## config.mk

```make
export PLATFORM = sky130hd
export DESIGN_NAME = sft_ctrl
export DESIGN_NICKNAME = d
export VERILOG_FILES = /design/src/rtl/core/sft_pkg.sv /design/src/rtl/core/sft_ctrl.sv
export SDC_FILE = /design/constraint.sdc
export NUM_CORES = 1
export LEC_CHECK = 0
export BUFFER_PORTS_ARGS = -buffer_cell sky130_fd_sc_hd__buf_2
export CORE_MARGIN = 2
export CORE_UTILIZATION = 47
export DETAILED_ROUTE_END_ITERATION = 8
export PLACE_DENSITY = 0.77
export SLEW_MARGIN = 15
export SYNTH_ARGS = -nofsm -noshare
export SYNTH_HDL_FRONTEND = slang
export SYNTH_SLANG_ARGS = --single-unit
```

## constraint.sdc

```tcl
create_clock -name clk -period 1.93 [get_ports clk]
set_input_delay 0 -clock clk [delete_from_list [all_inputs] [get_ports clk]]
set_output_delay 0 -clock clk [all_outputs]
set_load 0.02 [all_outputs]
```

## src/rtl/core/sft_pkg.sv

```systemverilog
// ----------------------------------------------------------------------------
// sft_pkg
// Shared types and constants of the spherical flip transform: field widths,
// operation and status codes, controller states and the command and status
// words between controller and datapath.
// ----------------------------------------------------------------------------
`default_nettype none

package sft_pkg;

	localparam int COORD_W    = 24;
	localparam int NORM_W     = 32;
	localparam int GAIN_W     = 32;
	localparam int RADIUS_W   = 48;
	localparam int OUT_W      = 56;
	localparam int SQ_W       = 48;
	localparam int RAD_W      = 64;
	localparam int DIFF_W     = 50;
	localparam int HALF_W     = 25;
	localparam int AMAG_W     = 32;
	localparam int PLO_W      = 57;
	localparam int PROD_W     = 82;
	localparam int QUO_W      = 56;
	localparam int SQRT_STEPS = 32;
	localparam int DIV_STEPS  = 56;
	localparam int CNT_W      = 6;
	localparam int CFG_IDX_W  = 2;
	localparam int CFG_DATA_W = 32;
	localparam int STATUS_W   = 2;

	localparam logic [GAIN_W-1:0] GAIN_RESET = 32'h0001_0000;

	// configuration register indexes
	localparam logic [CFG_IDX_W-1:0] CFG_VIEW_X = 2'd0;
	localparam logic [CFG_IDX_W-1:0] CFG_VIEW_Y = 2'd1;
	localparam logic [CFG_IDX_W-1:0] CFG_VIEW_Z = 2'd2;
	localparam logic [CFG_IDX_W-1:0] CFG_GAIN   = 2'd3;

	// result status codes
	localparam logic [STATUS_W-1:0] ST_OK        = 2'd0;
	localparam logic [STATUS_W-1:0] ST_ZERO_DIST = 2'd1;
	localparam logic [STATUS_W-1:0] ST_NO_RADIUS = 2'd2;
	localparam logic [STATUS_W-1:0] ST_EXHAUSTED = 2'd3;

	typedef enum logic [1:0] {
		OP_LOAD  = 2'd0,
		OP_FLIP  = 2'd1,
		OP_XFORM = 2'd2,
		OP_NOP   = 2'd3
	} op_t;

	typedef enum logic [1:0] {
		RK_FLIP,
		RK_ORIGIN,
		RK_EXHAUSTED,
		RK_NO_RADIUS
	} res_kind_t;

	typedef enum logic [4:0] {
		S_IDLE,
		S_DECODE,
		S_SQX,
		S_SQY,
		S_SQZ,
		S_SQRT_INIT,
		S_SQRT,
		S_NORM,
		S_STORE,
		S_PICK,
		S_RDATA,
		S_MUL0,
		S_MUL1,
		S_MUL2,
		S_DIV_INIT,
		S_DIV,
		S_OUT
	} state_t;

	typedef struct packed {
		logic      accept;
		logic      load_begin;
		logic      flip_begin;
		logic      sq_en;
		logic      sq_first;
		logic [1:0] sq_axis;
		logic      sqrt_init;
		logic      sqrt_step;
		logic      take_norm;
		logic      store;
		logic      pick_point;
		logic      take_mem;
		logic      mul0;
		logic      mul1;
		logic      mul2;
		logic      div_init;
		logic      div_step;
		logic      set_kind;
		res_kind_t kind;
		logic      out_load;
	} cmd_t;

	typedef struct packed {
		op_t  op;
		logic emitting;
		logic radius_valid;
		logic load_full;
		logic ptr_lt;
		logic origin_due;
		logic out_free;
	} sts_t;

	// point minus viewpoint, saturated to the coordinate width
	function automatic logic signed [COORD_W-1:0] rel_coord(
		input logic signed [COORD_W-1:0] raw,
		input logic signed [COORD_W-1:0] view
	);
		logic signed [COORD_W:0] d;
		d = {raw[COORD_W-1], raw} - {view[COORD_W-1], view};
		if (d[COORD_W] != d[COORD_W-1]) begin
			rel_coord = d[COORD_W] ? {1'b1, {(COORD_W-1){1'b0}}} : {1'b0, {(COORD_W-1){1'b1}}};
		end else begin
			rel_coord = d[COORD_W-1:0];
		end
	endfunction

	function automatic logic [COORD_W-1:0] abs_coord(input logic signed [COORD_W-1:0] v);
		abs_coord = v[COORD_W-1] ? COORD_W'(-v) : COORD_W'(v);
	endfunction

endpackage

`default_nettype wire

```

## src/rtl/core/sft_ctrl.sv

```systemverilog
// ----------------------------------------------------------------------------
// sft_ctrl
// Sequencer of the spherical flip transform: walks one word at a time through
// the norm, store, fetch, multiply and divide steps of the datapath.
// ----------------------------------------------------------------------------
`default_nettype none

module sft_ctrl import sft_pkg::*; (
	input  wire logic clk,
	input  wire logic arst_n,
	input  wire logic in_valid,
	output logic      in_ready,
	output cmd_t      cmd,
	input  wire sts_t sts
);

	state_t            state_q, state_d;
	logic [CNT_W-1:0]  cnt_q;
	logic              sqrt_last, div_last;

	assign sqrt_last = (cnt_q == CNT_W'(SQRT_STEPS - 1));
	assign div_last  = (cnt_q == CNT_W'(DIV_STEPS - 1));
	assign in_ready  = (state_q == S_IDLE);

	// advance state
	always_ff @(posedge clk or negedge arst_n) begin
		if (!arst_n) begin
			state_q <= S_IDLE;
		end else begin
			state_q <= state_d;
		end
	end

	// step counter for the iterative units
	always_ff @(posedge clk or negedge arst_n) begin
		if (!arst_n) begin
			cnt_q <= '0;
		end else if (state_q == S_SQRT || state_q == S_DIV) begin
			cnt_q <= cnt_q + CNT_W'(1);
		end else begin
			cnt_q <= '0;
		end
	end

	// next state
	always_comb begin
		state_d = state_q;
		case (state_q)
			S_IDLE: begin
				if (in_valid) state_d = S_DECODE;
			end
			S_DECODE: begin
				case (sts.op)
					OP_LOAD:  state_d = sts.load_full ? S_IDLE : S_SQX;
					OP_FLIP:  state_d = S_PICK;
					OP_XFORM: state_d = sts.radius_valid ? S_SQX : S_OUT;
					default:  state_d = S_IDLE;
				endcase
			end
			S_SQX:       state_d = S_SQY;
			S_SQY:       state_d = S_SQZ;
			S_SQZ:       state_d = S_SQRT_INIT;
			S_SQRT_INIT: state_d = S_SQRT;
			S_SQRT: begin
				if (sqrt_last) state_d = S_NORM;
			end
			S_NORM:      state_d = (sts.op == OP_LOAD) ? S_STORE : S_MUL0;
			S_STORE:     state_d = S_IDLE;
			S_PICK:      state_d = sts.ptr_lt ? S_RDATA : S_OUT;
			S_RDATA:     state_d = S_MUL0;
			S_MUL0:      state_d = S_MUL1;
			S_MUL1:      state_d = S_MUL2;
			S_MUL2:      state_d = S_DIV_INIT;
			S_DIV_INIT:  state_d = S_DIV;
			S_DIV: begin
				if (div_last) state_d = S_OUT;
			end
			S_OUT: begin
				if (sts.out_free) state_d = S_IDLE;
			end
			default:     state_d = S_IDLE;
		endcase
	end

	// commands
	always_comb begin
		cmd      = '0;
		cmd.kind = RK_FLIP;
		case (state_q)
			S_IDLE:   cmd.accept = in_valid;
			S_DECODE: begin
				case (sts.op)
					OP_LOAD: cmd.load_begin = 1'b1;
					OP_FLIP: cmd.flip_begin = 1'b1;
					OP_XFORM: begin
						cmd.set_kind = !sts.radius_valid;
						cmd.kind     = RK_NO_RADIUS;
					end
					default: cmd = '0;
				endcase
			end
			S_SQX: begin
				cmd.sq_en    = 1'b1;
				cmd.sq_first = 1'b1;
				cmd.sq_axis  = 2'd0;
			end
			S_SQY: begin
				cmd.sq_en   = 1'b1;
				cmd.sq_axis = 2'd1;
			end
			S_SQZ: begin
				cmd.sq_en   = 1'b1;
				cmd.sq_axis = 2'd2;
			end
			S_SQRT_INIT: cmd.sqrt_init = 1'b1;
			S_SQRT:      cmd.sqrt_step = 1'b1;
			S_NORM:      cmd.take_norm = 1'b1;
			S_STORE:     cmd.store     = 1'b1;
			S_PICK: begin
				if (sts.ptr_lt) begin
					cmd.pick_point = 1'b1;
				end else begin
					cmd.set_kind = 1'b1;
					cmd.kind     = sts.origin_due ? RK_ORIGIN : RK_EXHAUSTED;
				end
			end
			S_RDATA: cmd.take_mem = 1'b1;
			S_MUL0:  cmd.mul0     = 1'b1;
			S_MUL1:  cmd.mul1     = 1'b1;
			S_MUL2:  cmd.mul2     = 1'b1;
			S_DIV_INIT: begin
				cmd.div_init = 1'b1;
				cmd.set_kind = 1'b1;
				cmd.kind     = RK_FLIP;
			end
			S_DIV:   cmd.div_step = 1'b1;
			S_OUT:   cmd.out_load = sts.out_free;
			default: cmd = '0;
		endcase
	end

endmodule

`default_nettype wire

```

==> results.md <==
- Clock-pin slew of the registers on the worst-case setup and hold paths: around 0.060 ns
- Maximum level of the CTS H-tree: 1
- Total length of routed met2 wires: ~1.1 mm
- Required time at the endpoint of the critical path: just under 2 ns
- CTS tree: built
- Overall track demand over capacity in global routing: 21.0%
- Boundary Pins: 34
- Type of destination of the critical path: output pin
- Core region area: roughly 1700 µm²
- Ys async rst share: between 90% and 100%
- Final setup violation count: 0
- Post-route setup TNS: 0 ns
- Critical Path Slowest Stage Cell: sky130_fd_sc_hd__or4b_4
- Arr. time, crit path: ~1.9 ns
- Yosys reg bits: 11
- Combined buffer and inverter count along the critical path: 1
- Pin count of the biggest net entering global routing: 14
- Chip Height: ~47 µm
- Initial Utilization: 50.3%
- Maximum resistive drop on vdd: 321 µV
- Total number of nets in the final design: ~160
- Post-synth EDFFs: 0
- Most common cell after layout, fill and taps aside: sky130_fd_sc_hd__buf_2
- R2R Setup Slk: ~0.060 ns
- IO buf count: 32
- Rel. slew slack: 72.1%
- Antenna cells: 0
- Crit. Startpoint: state_q[3]
- Total of warnings raised by yosys: 0
- Final period demand of the worst path: around 1.9 ns
- Proportion of synthesized chip area in sequential cells: a little under a third
- Relative contribution of sequential cells to total power: 56.1%
- Global placement routability congestion: 0.848
- Die X-Extent: roughly 47 µm
- Final cell area excluding filler cells: ~1100 µm²
- Delay of the slowest cell on the worst path: about 0.48 ns
- Power per Cell Area: 358 nW/µm²
- Metal1 wirelength: 980 µm
- Clock latency on the worst-skew pair: roughly 0.27 ns
- Global route overflow: 0
- Max Clk Rate: 525 MHz
- Area added between synthesis and finish: 30.6%
- Routed met3 length: 131 µm
- Number of global-route vias before repair: 732
- Type of the worst min-delay path: in -> reg
- Net load switching power: approximately 0.09 mW
- Setup repair after global routing missed its margin: true
- Cell family with the largest share of critical-path delay: compound AO/OA/AOI/OAI gates
- Post-route fraction of the period consumed by the critical path: a little over nine tenths
- Final Hold Fails: 0
- Actual transition at the worst max-transition pin: 0.418 ns
- Dpl hpwl: ~1.6 mm
- Highest-count cells in the layout ignoring fill and taps: sky130_fd_sc_hd__buf_2 (31), sky130_fd_sc_hd__nor2_1 (18)
- Count of nets left with antenna violations after detail routing: 0
- Start point of the worst min-delay path: sts[2]
- Worst Path Class, Setup: reg -> out
- Design internal power: around 0.32 mW
- Root buffer cell: sky130_fd_sc_hd__clkbuf_4
- Number of slew-limit violations in the final report: 0
- Site row count: 15
- R2R Path Start: state_q[3]
- Crit start category: flip-flop
- Number of buffers added by the clock tree synthesis step: 3
- WL/cell: between 10 and 15 µm
- Post-Syn Area: approximately 880 µm²
- Remaining routing DRC violations: 0
- Post-synth net total: between 100 and 150
- Share of final-layout standard cells stronger than drive strength 1: 34.7%
- Fraction of power consumed by combinational cells: under 10%
- Die area: 2230 µm²
- Post-synthesis instance total: 115
- Average via count per standard cell: 5.60
- Clock skew after layout: 0.00466 ns
- Total iterations of the first detailed-routing run: 4
- Max cap viols: 0
- Switching power share of the total: ~22%
- Top flip-flop cell by instance count after synthesis: sky130_fd_sc_hd__dfrtp_1
- Initial antenna violation count: 0
- Status: finished, final reports clean
- Top Metal Used: met4
- Wire length of the first global-routing pass: roughly 3.2 mm
- Pleak: approximately 0.54 nW
- Via count: between 900 and 1000
- Clock network power share: about 38%
- Sequence of cells on the critical path: or4b_4, a2111o_1, o21ai_1, buf_4
- Clk sink count: 11
- Count of distinct cell types in the synthesized netlist: 42
- Area of placed instances: 1060 µm²
- CTS max path bufs: 2
- Count of routing violations after the opening detailed-route iteration: 41
- Share of the core filled with cells: between 60% and 70%
- Highest fanout seen on the critical path: 6
- Mean area per synthesized cell: ~7.6 µm²
- Final routed wirelength across all metal layers: 2.22 mm
registers in the layout, summed over array words and instances (netlist names):
register	count
cnt_q	6
state_q	5
power groups by stage:
stage / Clock, mW / Sequential (mW) / Combinational, mW
final: 0.155 / 0.230 / 0.0254
after global routing: 0.175 / 0.230 / 0.0278
after CTS: 0.162 / 0.230 / 0.0242
after detailed placement: 0 / 0.235 / 0.0224
after global placement: 0 / 0.235 / 0.0217
after floorplan: 0 / 0.235 / 0.00405
worst reg2reg max path: cells and delay by family, from the launching register on:
| family | cells | cell delay [ns] |
|---|---|---|
| buf+inv | 2 | 0.30 |
| compound gates | 3 | 0.60 |
| simple gates | 1 | 0.45 |
| flops | 1 | 0.44 |
per-stage QoR:
step / setup slack, ns / power [mW] / std cells / hold WS [ns]
after global placement: 0.222 / 0.257 / 167 / -0.124
final: 0.0251 / 0.411 / 175 / 0.0483
after floorplan: 0.0168 / 0.239 / 115 / -0.296
after CTS: 0.00295 / 0.416 / 173 / 0.0336
after detailed placement: 0.213 / 0.257 / 167 / -0.118
after global routing: -0.0390 / 0.433 / 175 / 0.0687
area by class of cell:
class	instances	area, µm²
clock buffers	4	26.3
fillers	170	598
inverters	7	26.3
multi-input cells	89	566
flip-flops and latches	11	280
well taps	25	31.3
repair buffers	39	218
final timing paths:
kind / endpoint / cells past startpoint
setup / recovery: cmd[3] / 4
hold / removal: state_q[3] / 3
setup reg to reg: state_q[1] / 6
hold reg to reg: cnt_q[0] / 1
max in group asynchronous: state_q[3] / 2
min in group asynchronous: cnt_q[5] / 2
synthesized netlist by cell type (all sizes together), types with 3 or more instances:
cell,number,area (µm²)
o21ai,5,28.8
nand2b,4,25.0
inv,7,26.3
nor2,18,67.6
clkbuf,3,11.3
nand3,3,15.0
nand2,7,26.3
dfrtp,11,275
buf,5,30.0
nor3,8,40.0
a21oi,7,35.0
or3,3,18.8
per-layer routing:
metal | up-vias | GRT usage [%]
li1 | 486 | -
met1 | 445 | 28.9
met2 | 40 | 31.1
met3 | 9 | 6.92
met4 | 0 | 6.67
met5 | - | 0
what timing repair did:
action                                  CTS  global route
hold buffers                              1             0
endpoints found under the setup margin    3             3
gates resized for setup                   3             8
setup buffers                             1             2
pin swaps                                 1             2
endpoints found under the hold margin    11             0
logic make-up (layout without fill, tap and decap cells):
kind of cell	count (synthesis)	in the layout	synth area share (%)
AO/OA/AOI/OAI	26	26	20.8
XOR/XNOR	4	4	3.99
adder cells (fa/ha/maj)	1	1	1.42
buffers and inverters	15	50	7.69
flip-flops	11	11	31.3
multiplexers	1	1	1.14
AND/OR/NAND/NOR	57	57	33.6
(Power assumes the default switching activity.)
